$ cat config.mk
export PLATFORM = sky130hd
export DESIGN_NAME = cistercian_glyph_row_generator
export DESIGN_NICKNAME = d
export VERILOG_FILES = /design/src/cgr_pkg.sv /design/src/cgr_front.sv /design/src/cgr_queue.sv /design/src/cgr_back.sv /design/src/cistercian_glyph_row_generator.sv
export VERILOG_INCLUDE_DIRS = /design/src /design/src/src
export SDC_FILE = /design/constraint.sdc
export NUM_CORES = 1
export LEC_CHECK = 0
export ABC_CLOCK_PERIOD_IN_PS = 5600
export BUFFER_PORTS_ARGS = -buffer_cell sky130_fd_sc_hd__buf_2
export CORE_MARGIN = 5
export CORE_UTILIZATION = 29
export CTS_CLUSTER_SIZE = 16
export DETAILED_ROUTE_END_ITERATION = 8
export GPL_TIMING_DRIVEN = 0
export PLACE_DENSITY = 0.41
export SYNTH_ARGS = -nofsm -noshare
export SYNTH_HDL_FRONTEND = slang
export SYNTH_HIERARCHICAL = 1
export SYNTH_SLANG_ARGS = --single-unit
$ cat constraint.sdc
create_clock -name clk -period 5.6 [get_ports clk]
set_input_delay 0.28 -clock clk [delete_from_list [all_inputs] [get_ports clk]]
set_output_delay 0.28 -clock clk [all_outputs]
set_load 0.02 [all_outputs]
$ cat src/cistercian_glyph_row_generator_macros.svh
// ---------------------------------------------------------------------------
// Cistercian glyph row generator assertion macros
// Shared property forms for the checks at the end of the block's modules.
// ---------------------------------------------------------------------------
`ifndef CISTERCIAN_GLYPH_ROW_GENERATOR_MACROS_SVH
`define CISTERCIAN_GLYPH_ROW_GENERATOR_MACROS_SVH

// Consequent must hold in the same cycle as the antecedent.
`define CGR_ASSERT_SAME(label, ante, cons, msg) \
	label: assert property (@(posedge clk) disable iff (!arst_n) (ante) |-> (cons)) \
		else $error(msg);

// Consequent must hold in the cycle after the antecedent.
`define CGR_ASSERT_NEXT(label, ante, cons, msg) \
	label: assert property (@(posedge clk) disable iff (!arst_n) (ante) |=> (cons)) \
		else $error(msg);

`endif

$ cat src/cgr_pkg.sv
// ---------------------------------------------------------------------------
// Cistercian glyph row generator package
// Shared types, constants and the stroke rendering functions.
// ---------------------------------------------------------------------------
package cgr_pkg;

	localparam int CGR_QUEUE_DEPTH = 4;

	localparam int GLYPH_W   = 20;
	localparam int STEM_ROWS = 31;
	localparam int STROKE    = 8;

	// Reciprocal multipliers, exact for all 14-bit values.
	localparam int RECIP10   = 6554;   // 2^16 / 10, rounded up
	localparam int RECIP100  = 10486;  // 2^20 / 100, rounded up
	localparam int RECIP1000 = 16778;  // 2^24 / 1000, rounded up

	// Quadrant placement: horizontal stroke x, vertical stroke x,
	// outer edge row, inner row, and top row of the diagonal block.
	localparam int RIGHT_XH  = 10;
	localparam int RIGHT_XV  = 16;
	localparam int LEFT_XH   = 0;
	localparam int LEFT_XV   = 0;
	localparam int TOP_EDGE  = 0;
	localparam int TOP_IN    = 8;
	localparam int TOP_BLK   = 0;
	localparam int BOT_EDGE  = 29;
	localparam int BOT_IN    = 21;
	localparam int BOT_BLK   = 21;

	typedef struct packed {
		logic [3:0] d0;
		logic [3:0] d1;
		logic [3:0] d2;
		logic [3:0] d3;
		logic [4:0] row;
	} cgr_item_t;

	typedef struct packed {
		logic      valid;
		cgr_item_t item;
	} cgr_req_t;

	function automatic logic [GLYPH_W-1:0] hline_row(int ox, int oy, int r);
		logic [GLYPH_W-1:0] m;
		m = '0;
		if (r == oy || r == oy + 1) begin
			m = GLYPH_W'(8'hFF) << ox;
		end
		return m;
	endfunction

	function automatic logic [GLYPH_W-1:0] vline_row(int ox, int oy, int r);
		logic [GLYPH_W-1:0] m;
		m = '0;
		if (r >= oy && r < oy + STROKE) begin
			m = GLYPH_W'(2'b11) << ox;
		end
		return m;
	endfunction

	// Each column of the diagonal covers three rows, stepping one row per column.
	function automatic logic [GLYPH_W-1:0] diag_row(int ox, int oy, int r, logic rising);
		logic [GLYPH_W-1:0] m;
		int top;
		m = '0;
		for (int i = 0; i < STROKE; i++) begin
			top = rising ? oy + (STROKE - 1 - i) : oy + i;
			if (r >= top && r <= top + 2) begin
				m = m | (GLYPH_W'(1'b1) << (ox + i));
			end
		end
		return m;
	endfunction

	function automatic logic [GLYPH_W-1:0] digit_row(logic [3:0] d, int xh, int xv,
			int yedge, int yin, int yblk, logic rise3, logic [4:0] row);
		logic [GLYPH_W-1:0] m;
		int r;
		r = int'(row);
		unique case (d)
			4'd1: m = hline_row(xh, yedge, r);
			4'd2: m = hline_row(xh, yin, r);
			4'd3: m = diag_row(xh, yblk, r, rise3);
			4'd4: m = diag_row(xh, yblk, r, !rise3);
			4'd5: m = hline_row(xh, yedge, r) | diag_row(xh, yblk, r, !rise3);
			4'd6: m = vline_row(xv, yblk, r);
			4'd7: m = hline_row(xh, yedge, r) | vline_row(xv, yblk, r);
			4'd8: m = hline_row(xh, yin, r) | vline_row(xv, yblk, r);
			4'd9: m = hline_row(xh, yedge, r) | hline_row(xh, yin, r)
				| vline_row(xv, yblk, r);
			default: m = '0;
		endcase
		return m;
	endfunction

endpackage

$ cat src/cgr_front.sv
// ---------------------------------------------------------------------------
// Cistercian glyph row generator front end
// Accepts requests and splits the value into four decimal digits.
// ---------------------------------------------------------------------------
`include "cistercian_glyph_row_generator_macros.svh"

module cgr_front #(
	parameter int QDEPTH = cgr_pkg::CGR_QUEUE_DEPTH,
	localparam int CW = $clog2(QDEPTH + 1)
) (
	input  logic             clk,
	input  logic             arst_n,
	input  logic             start,
	input  logic [13:0]      value,
	input  logic [4:0]       row,
	input  logic [CW-1:0]    q_count,
	output logic             busy,
	output cgr_pkg::cgr_req_t push
);

	logic        valid_s1;
	logic [13:0] value_s1;
	logic [10:0] q1_s1;
	logic [7:0]  q2_s1;
	logic [4:0]  q3_s1;
	logic [4:0]  row_s1;
	logic        valid_s2;
	cgr_pkg::cgr_item_t item_s2;

	logic        accept;
	logic [26:0] p10;
	logic [27:0] p100;
	logic [28:0] p1000;
	logic [13:0] rem0;
	logic [10:0] rem1;
	logic [7:0]  rem2;
	logic [4:0]  rem3;
	cgr_pkg::cgr_item_t item_d;

	// Hold off new requests once the queue plus the items in flight would fill it.
	assign busy = ({1'b0, q_count} + (CW + 1)'(valid_s1) + (CW + 1)'(valid_s2))
		>= (CW + 1)'(QDEPTH);
	assign accept = start && !busy;

	assign p10   = 27'(value) * 27'(cgr_pkg::RECIP10);
	assign p100  = 28'(value) * 28'(cgr_pkg::RECIP100);
	assign p1000 = 29'(value) * 29'(cgr_pkg::RECIP1000);

	always_comb begin
		rem0 = value_s1 - 14'(q1_s1) * 14'd10;
		rem1 = q1_s1 - 11'(q2_s1) * 11'd10;
		rem2 = q2_s1 - 8'(q3_s1) * 8'd10;
		rem3 = (q3_s1 >= 5'd10) ? q3_s1 - 5'd10 : q3_s1;
		item_d.d0  = rem0[3:0];
		item_d.d1  = rem1[3:0];
		item_d.d2  = rem2[3:0];
		item_d.d3  = rem3[3:0];
		item_d.row = row_s1;
	end

	always_ff @(posedge clk or negedge arst_n) begin
		if (!arst_n) begin
			valid_s1 <= 1'b0;
			valid_s2 <= 1'b0;
		end else begin
			valid_s1 <= accept;
			valid_s2 <= valid_s1;
		end
	end

	always_ff @(posedge clk) begin
		if (accept) begin
			value_s1 <= value;
			q1_s1    <= p10[26:16];
			q2_s1    <= p100[27:20];
			q3_s1    <= p1000[28:24];
			row_s1   <= row;
		end
		if (valid_s1) begin
			item_s2 <= item_d;
		end
	end

	assign push.valid = valid_s2;
	assign push.item  = item_s2;

	`CGR_ASSERT_NEXT(a_accept_enters, accept, valid_s1, "accepted request did not enter stage 1")
	`CGR_ASSERT_NEXT(a_s1_moves, valid_s1, valid_s2, "stage 1 item did not advance")
	`CGR_ASSERT_SAME(a_digits_decimal, valid_s2,
		item_s2.d0 <= 4'd9 && item_s2.d1 <= 4'd9 && item_s2.d2 <= 4'd9
		&& item_s2.d3 <= 4'd9, "digit split produced a non-decimal digit")

endmodule

$ cat src/cgr_queue.sv
// ---------------------------------------------------------------------------
// Cistercian glyph row generator queue
// Short FIFO of decoded requests between the front and back ends.
// ---------------------------------------------------------------------------
`include "cistercian_glyph_row_generator_macros.svh"

module cgr_queue #(
	parameter int QDEPTH = cgr_pkg::CGR_QUEUE_DEPTH,
	localparam int CW = $clog2(QDEPTH + 1),
	localparam int PW = $clog2(QDEPTH)
) (
	input  logic              clk,
	input  logic              arst_n,
	input  cgr_pkg::cgr_req_t push,
	output cgr_pkg::cgr_req_t pop,
	output logic [CW-1:0]     count
);

	cgr_pkg::cgr_item_t regs_q [QDEPTH];
	logic [PW-1:0] wptr_q;
	logic [PW-1:0] rptr_q;
	logic [CW-1:0] count_q;
	logic          do_pop;

	// The back end never stalls, so a stored request leaves on the next cycle.
	assign do_pop = (count_q != '0);

	always_ff @(posedge clk or negedge arst_n) begin
		if (!arst_n) begin
			wptr_q  <= '0;
			rptr_q  <= '0;
			count_q <= '0;
		end else begin
			if (push.valid) begin
				wptr_q <= (wptr_q == PW'(QDEPTH - 1)) ? '0 : wptr_q + 1'b1;
			end
			if (do_pop) begin
				rptr_q <= (rptr_q == PW'(QDEPTH - 1)) ? '0 : rptr_q + 1'b1;
			end
			count_q <= count_q + CW'(push.valid) - CW'(do_pop);
		end
	end

	always_ff @(posedge clk) begin
		if (push.valid) begin
			regs_q[wptr_q] <= push.item;
		end
	end

	assign pop.valid = do_pop;
	assign pop.item  = regs_q[rptr_q];
	assign count     = count_q;

	`CGR_ASSERT_SAME(a_no_overflow, push.valid && count_q == CW'(QDEPTH), do_pop,
		"request pushed into a full queue")
	`CGR_ASSERT_SAME(a_count_bound, 1'b1, count_q <= CW'(QDEPTH),
		"queue count beyond its depth")
	`CGR_ASSERT_NEXT(a_push_stored, push.valid && !do_pop, count_q != '0,
		"pushed request was not stored")

endmodule

$ cat src/cgr_back.sv
// ---------------------------------------------------------------------------
// Cistercian glyph row generator back end
// Renders one glyph row from the four digits and registers the result.
// ---------------------------------------------------------------------------
`include "cistercian_glyph_row_generator_macros.svh"

module cgr_back (
	input  logic              clk,
	input  logic              arst_n,
	input  cgr_pkg::cgr_req_t pop,
	output logic              done,
	output logic [19:0]       row_mask
);

	logic        done_q;
	logic [19:0] mask_q;
	logic [19:0] mask_d;

	always_comb begin
		mask_d = '0;
		if (int'(pop.item.row) < cgr_pkg::STEM_ROWS) begin
			mask_d = 20'h00300;
		end
		mask_d = mask_d
			| cgr_pkg::digit_row(pop.item.d0, cgr_pkg::RIGHT_XH, cgr_pkg::RIGHT_XV,
				cgr_pkg::TOP_EDGE, cgr_pkg::TOP_IN, cgr_pkg::TOP_BLK, 1'b0, pop.item.row)
			| cgr_pkg::digit_row(pop.item.d1, cgr_pkg::LEFT_XH, cgr_pkg::LEFT_XV,
				cgr_pkg::TOP_EDGE, cgr_pkg::TOP_IN, cgr_pkg::TOP_BLK, 1'b1, pop.item.row)
			| cgr_pkg::digit_row(pop.item.d2, cgr_pkg::RIGHT_XH, cgr_pkg::RIGHT_XV,
				cgr_pkg::BOT_EDGE, cgr_pkg::BOT_IN, cgr_pkg::BOT_BLK, 1'b1, pop.item.row)
			| cgr_pkg::digit_row(pop.item.d3, cgr_pkg::LEFT_XH, cgr_pkg::LEFT_XV,
				cgr_pkg::BOT_EDGE, cgr_pkg::BOT_IN, cgr_pkg::BOT_BLK, 1'b1, pop.item.row);
	end

	always_ff @(posedge clk or negedge arst_n) begin
		if (!arst_n) begin
			done_q <= 1'b0;
		end else begin
			done_q <= pop.valid;
		end
	end

	always_ff @(posedge clk) begin
		if (pop.valid) begin
			mask_q <= mask_d;
		end
	end

	assign done     = done_q;
	assign row_mask = mask_q;

	`CGR_ASSERT_NEXT(a_pop_done, pop.valid, done, "popped request gave no result")
	`CGR_ASSERT_NEXT(a_no_spurious, !pop.valid, !done, "result without a request")
	`CGR_ASSERT_SAME(a_margin_blank, done, row_mask[19:18] == 2'b00,
		"ink in the right margin")

endmodule

$ cat src/cistercian_glyph_row_generator.sv
// ---------------------------------------------------------------------------
// Cistercian glyph row generator
// Returns one 20-pixel row of the Cistercian numeral glyph for a value.
// ---------------------------------------------------------------------------
// The block takes one request per clock and returns each row mask from the
// render register, strobed by done for exactly one cycle. Results cannot be
// held off, so the render stage drains the queue every cycle and, at the
// default QDEPTH, busy stays low under any request pattern; the rate is one
// row per clock, set by the render stage behind the two-stage digit split.

module cistercian_glyph_row_generator #(
	parameter int QDEPTH = cgr_pkg::CGR_QUEUE_DEPTH
) (
	input  logic        clk,
	input  logic        arst_n,
	input  logic        start,
	output logic        busy,
	input  logic [13:0] value,
	input  logic [4:0]  row,
	output logic        done,
	output logic [19:0] row_mask
);

	localparam int CW = $clog2(QDEPTH + 1);

	cgr_pkg::cgr_req_t push;
	cgr_pkg::cgr_req_t pop;
	logic [CW-1:0]     q_count;

	cgr_front #(.QDEPTH(QDEPTH)) u_front (
		.clk     (clk),
		.arst_n  (arst_n),
		.start   (start),
		.value   (value),
		.row     (row),
		.q_count (q_count),
		.busy    (busy),
		.push    (push)
	);

	cgr_queue #(.QDEPTH(QDEPTH)) u_queue (
		.clk    (clk),
		.arst_n (arst_n),
		.push   (push),
		.pop    (pop),
		.count  (q_count)
	);

	cgr_back u_back (
		.clk      (clk),
		.arst_n   (arst_n),
		.pop      (pop),
		.done     (done),
		.row_mask (row_mask)
	);

endmodule

# After elaboration in Yosys (flattened, before gate mapping)
# Memory sizes are Yosys's and may differ from the RTL's.
# Index checks and enable logic that the tools add are counted.
# W data, S select, Z words.
totals:
  regBits: 84
  ramBits: 84
  inputBits: 22
  output_inout_bits: 22
  n_memories: 1
mem_list:
  columns: ["name", "words", "word_bits", "rd", "rd_clocked_by_memory_dff", "wr", "line", "text"]
  rows:
  - ["u_queue.regs_q", 4, 21, 1, 0, 1, "cgr_queue.sv:19", "cgr_pkg::cgr_item_t regs_q [QDEPTH];"]
op_classes:
  add_sub_neg: 10
  n_mul: 6
  n_lt_le_gt_ge: 36
  n_eq_ne: 45
  n_mux: 122
  bitwise: 24
  reduce_logical: 24
op_table:
  columns: ["cell", "count"]
  rows:
  - ["$mux W20", 36]
  - ["$pmux W20 S9", 4]
  - ["$or A20 B20 Y20", 24]
  - ["$mux W18", 10]
  - ["$mux W17", 4]
  - ["$eq A4 B3 Y1 const B", 16]
  - ["$mux W16", 4]
  - ["$mux W8", 8]
  - ["$mux W15", 4]
  - ["$mux W14", 4]
  - ["$mux W13", 4]
  - ["$mux W12", 4]
  - ["$mux W11", 4]
  - ["$ge A5 B5 Y1 const B", 8]
  - ["$le A5 B5 Y1 const B", 8]
  - ["$eq A4 B2 Y1 const B", 8]
  - ["$eq A4 B4 Y1 const B", 8]
  - ["$mul A14 B14 Y28 const B", 1]
  - ["$mux W7", 4]
  - ["$mul A14 B13 Y27 const B", 1]
  - ["$mul A14 B12 Y26 const B", 1]
  - ["$mux W6", 4]
  - ["$eq A5 B5 Y1 const B", 4]
  - ["$ge A5 B3 Y1 const B", 4]
  - ["other kinds (34)", 90]

# Longest topological paths before layout
# An unclocked memory read counts as a cell.
depth:
  depth_word: 18
  mapped_depth: 18

# Modules after synthesis
# Netlist, hierarchy kept.
modules_own_cells:
  columns: ["mod", "instances", "cells_per_inst", "area_per_inst_um2", "seq_area_each_um2"]
  rows:
  - ["cgr_front", 1, 844, 8684.6, 1341.3]
  - ["cgr_queue", 1, 146, 3483.3, 2697.6]
  - ["cgr_back", 1, 258, 1993.2, 535.5]

# Least setup slack after synthesis
# Ideal clock, no wire load.
synth_path:
  path_type: "input port to flip-flop"
  from: "input port value[1]"
  to: "register u_front.q1_s1[3], data pin"
  arrival_ps: 4320
  t_required_ps: 5336
  setup_slack_ps: 1015
  cell_stages: 17
  path_cell_list: "ha_1 > xor2_1 > ha_1 > or2_2 > fa_1 > fa_1 > inv_1 > fa_1 > inv_1 > ha_1 > nand4_1 > nor2_1 > a211o_1 > a221oi_2 > nor2b_2 > o41ai_2 > xnor2_1"
synth_between:
  elab_chain_len: 1
synth_lines:
  columns: ["element", "line", "text"]
  rows:
  - ["start: declaration", "cistercian_glyph_row_generator.sv:18", "input logic [13:0] value,"]
  - ["$mul A14 B12 Y26", "cgr_front.sv:45", "assign p10 = 27'(value) * 27'(cgr_pkg::RECIP10);"]
  - ["named net u_front.p10[19]", "cgr_front.sv:31", "logic [26:0] p10;"]
  - ["end signal: assignment", "cgr_front.sv:74", "q1_s1 <= p10[26:16];"]
  - ["end: declaration", "cgr_front.sv:23", "logic [10:0] q1_s1;"]
# The timed path passes the listed nets, and every way through them passes these cells.
# A chain may end at the register's enable or synchronous reset.

# Final worst setup path
layout_path:
  from: "input port value[12]"
  to: "register u_front.q3_s1[2], data pin"
layout_between:
  elab_chain_len: 1
layout_lines:
  columns: ["element", "line", "text"]
  rows:
  - ["$mul A14 B14 Y28", "cgr_front.sv:47", "assign p1000 = 29'(value) * 29'(cgr_pkg::RECIP1000);"]
  - ["named net u_front.p1000[26]", "cgr_front.sv:33", "logic [28:0] p1000;"]
  - ["end signal: assignment", "cgr_front.sv:76", "q3_s1 <= p1000[28:24];"]
  - ["end: declaration", "cgr_front.sv:25", "logic [4:0] q3_s1;"]
# The timed path passes the listed nets, and every way through them passes these cells.

==> reports/metrics.yaml <==
status: "completed"
die_y_um: 231
period_needed_ns: 5.12
final_util_pct: 32.3
p_leak_nw: 7.25
fin_cells: 1947
detail_route.iter0.violations: 324
cts_post_setup_buffers_inserted: 0
ys_ff_latch: 154
cts_hold_buffers: 2
antenna_found_initial: 0
ant_nets: 0
p_sw_share_pct: 43.9
first_global_vias: 9883
preCtsSetupSlack_ns: -0.0761
p_sw_mw: 3.29
holdPathEnd: "u_front/row_s1[0]$_DFFE_PP_"
period_share_pct: 91.4
crit_chain: "buf_2 -> inv_1 -> ha_1 -> inv_1 -> ha_1 -> ha_1 -> inv_1 -> fa_1 -> inv_1 -> ha_1 -> ha_1 -> ha_1 -> nand3_1 -> nor4_1 -> o221ai_1 -> o2111ai_1 -> nand4_1 -> nand2_1 -> xnor2_1"
reg2reg_from: "u_queue/rptr_q[0]$_DFFE_PN0N_"
hold_ws_ns: 0.0292
drv_cap: 0
regToRegSetupSlack_ns: 2.27
rows: 81
synth.most_common_cell: "inv_1"
placedCellCount: 1913
cp-start-kind: "input port"
syn_area_um2: 14200
hold_path_class: "in -> reg"
io_pins: 44
cpMostUsedCell: "ha_1"
slowest_delay_ns: 0.55
rsz0062_at_grt: "false"
die-area_um2: 53400
end_kind: "flip-flop"
ir_worst_vdd_uv: 231
dieWidth_um: 231
gr-total-overflow: 0
nets: 1675
clockBufferDepth: 2
pwr_density_cell_nw_per_um2: 476
worstPathRequired_ns: 5.76
timing.setup.tns_ns: 0
fmax_mhz: 195
hpwl_um: 27100
worst_slack_ns: 0.483
drc: 0
cp_num_buf_inv: 5
core_um2: 48600
synth_top_area_share_pct: 30.5
fillers: 5018
syn_to_final_growth_pct: 11.0
slew_headroom_pct: 16.0
h-tree-depth: 4
ys.flop_type: "edfxtp_1"
final_max_slew_viol_count: 0
ys_warn_count: 6
via_per_inst: 4.62
synthArstFlopShare_pct: 6.49
synth_edf_count: 144
cts_tree: "built"
yosysUniqueCellTypes: 76
hold_start: "row[0]"
final_hold_viol_count: 0
cts_root_buf: "clkbuf_16"
critical_path.top_delay_family: "adder cells"
grt_pass1_wl_um: 54900
routed_wl_um: 33900
tightest_slew_ns: 1.26
syn_inst: 1248
clock-sinks: 154
clk_pin_slew_ns: 0.06
yosysTopAreaCell: "edfxtp_1"
layout-drive-gt1-share_pct: 9.58
synth_commonest_cells: "inv_1 (301), ha_1 (212), edfxtp_1 (144), fa_1 (129), nand2_1 (46)"
vias: 9000
r2r-end: "u_back/row_mask[4]$_DFFE_PP_"
worst_skew_pair.late_latency_ns: 0.43
clock_power_share_pct: 14.2
wl_per_cell_um: 17.4
grt_max_degree: 24
first_pass_iters: 5
crit_path_top_delay_cell: "nor4_1"
whs_path_depth: 1
combPwrFrac_pct: 60.0
start_util_pct: 29.1
finClkSkew_ns: 0.00682
ys_seq_area_share_pct: 32.3
antenna_cells: 0
critPathMaxFanout: 12
port_buffers: 41
track_usage_pct: 13.2
crit_type: "in -> reg"
critPathArrivalTime_ns: 5.28
setup_viol: 0
cts_resized: 0
numCtsBuffers: 17
p_int_mw: 4.20
synth_area_per_cell_um2: 11.3
routabilityCongestion: 0.846
power_frac_seq_pct: 25.8
ys_top_cells_by_area: "edfxtp_1 (31%), ha_1 (19%), fa_1 (18%)"
worstRegToRegCells: 9
[layer usage]
metal / vias to the layer above / share of wire [%] / GRT usage, %
met5: - / 0 / 0
met4: 0 / 1.4 / 3.03
met1: 4472 / 45 / 17.0
met3: 31 / 2.6 / 1.83
li1: 4351 / - / -
met2: 146 / 51 / 23.6
[cells by family after synthesis]
logic type | count (synthesis) | share of synthesized area (%)
XOR/XNOR | 43 | 2.71
AO/OA/AOI/OAI | 155 | 7.25
buffers and inverters | 328 | 9.30
multiplexers | 26 | 3.79
other | 1 | 0.0265
adder cells (fa/ha/maj) | 341 | 37.0
AND/OR/NAND/NOR | 200 | 7.64
flip-flops | 154 | 32.3
[power by group through the flow]
stage | Clock, mW | Sequential [mW] | Combinational (mW)
detailed placement | 0 | 1.97 | 4.57
finish | 1.06 | 1.94 | 4.49
floorplan | 0 | 1.95 | 3.30
CTS | 1.10 | 1.95 | 4.60
global route | 1.15 | 1.98 | 5.17
global placement | 0 | 1.96 | 4.57
[registers in the layout, summed over array words and instances (netlist names), 3 cells and up]
| signal | count |
|---|---|
| u_back/row_mask | 17 |
| u_front/push | 21 |
| u_front/q1_s1 | 4 |
| u_front/q2_s1 | 4 |
| u_front/q3_s1 | 5 |
| u_front/row_s1 | 5 |
| u_front/value_s1 | 4 |
| u_queue/count | 3 |
| u_queue/regs_q | 84 |
[how the worst max path moves through the flow]
| stage | end | cells past startpoint | startpoint |
|---|---|---|---|
| after floorplan | u_front/q1_s1[3]$_DFFE_PP_ | 17 | value[1] |
| after global placement | u_front/q3_s1[2]$_DFFE_PP_ | 19 | value[12] |
| after detailed placement | u_front/q3_s1[2]$_DFFE_PP_ | 19 | value[12] |
| after CTS | u_front/q3_s1[2]$_DFFE_PP_ | 19 | value[12] |
| after global routing | u_front/q3_s1[2]$_DFFE_PP_ | 19 | value[12] |
| final | u_front/q3_s1[2]$_DFFE_PP_ | 19 | value[12] |
[cell usage in the layout (no fill, tap or decap), types with 12 or more instances in the layout]
cell and n:
inv_1 301, ha_1 212, edfxtp_1 144, fa_1 129, buf_2 48, nand2_1 46
o21ai_0 37, a21oi_1 35, nor2_1 30, xnor2_1 28, nand3_1 20, mux4_2 18
clkbuf_16 17, and2_1 14, xor2_1 14, nor3_1 13, nand2b_1 12
[cell type report]
type | count | area [um^2] | area share [%]
plain buffers | 27 | 188 | 1.19
clock buffers | 20 | 437 | 2.78
clock inverters | 12 | 98.8 | 0.629
inverters | 301 | 1130 | 7.19
multi-input cells | 767 | 8280 | 52.6
flip-flops and latches | 154 | 4570 | 29.1
well taps | 622 | 778 | 4.95
repair buffers | 44 | 240 | 1.53
[metrics by stage]
step / power [mW] / area (um^2)
finish: 7.49 / 15700
CTS: 7.65 / 15700
global route: 8.30 / 15700
global placement: 6.54 / 15100
floorplan: 5.26 / 14200
detailed placement: 6.54 / 15200
No activity file was read; power rests on OpenSTA's default activity.
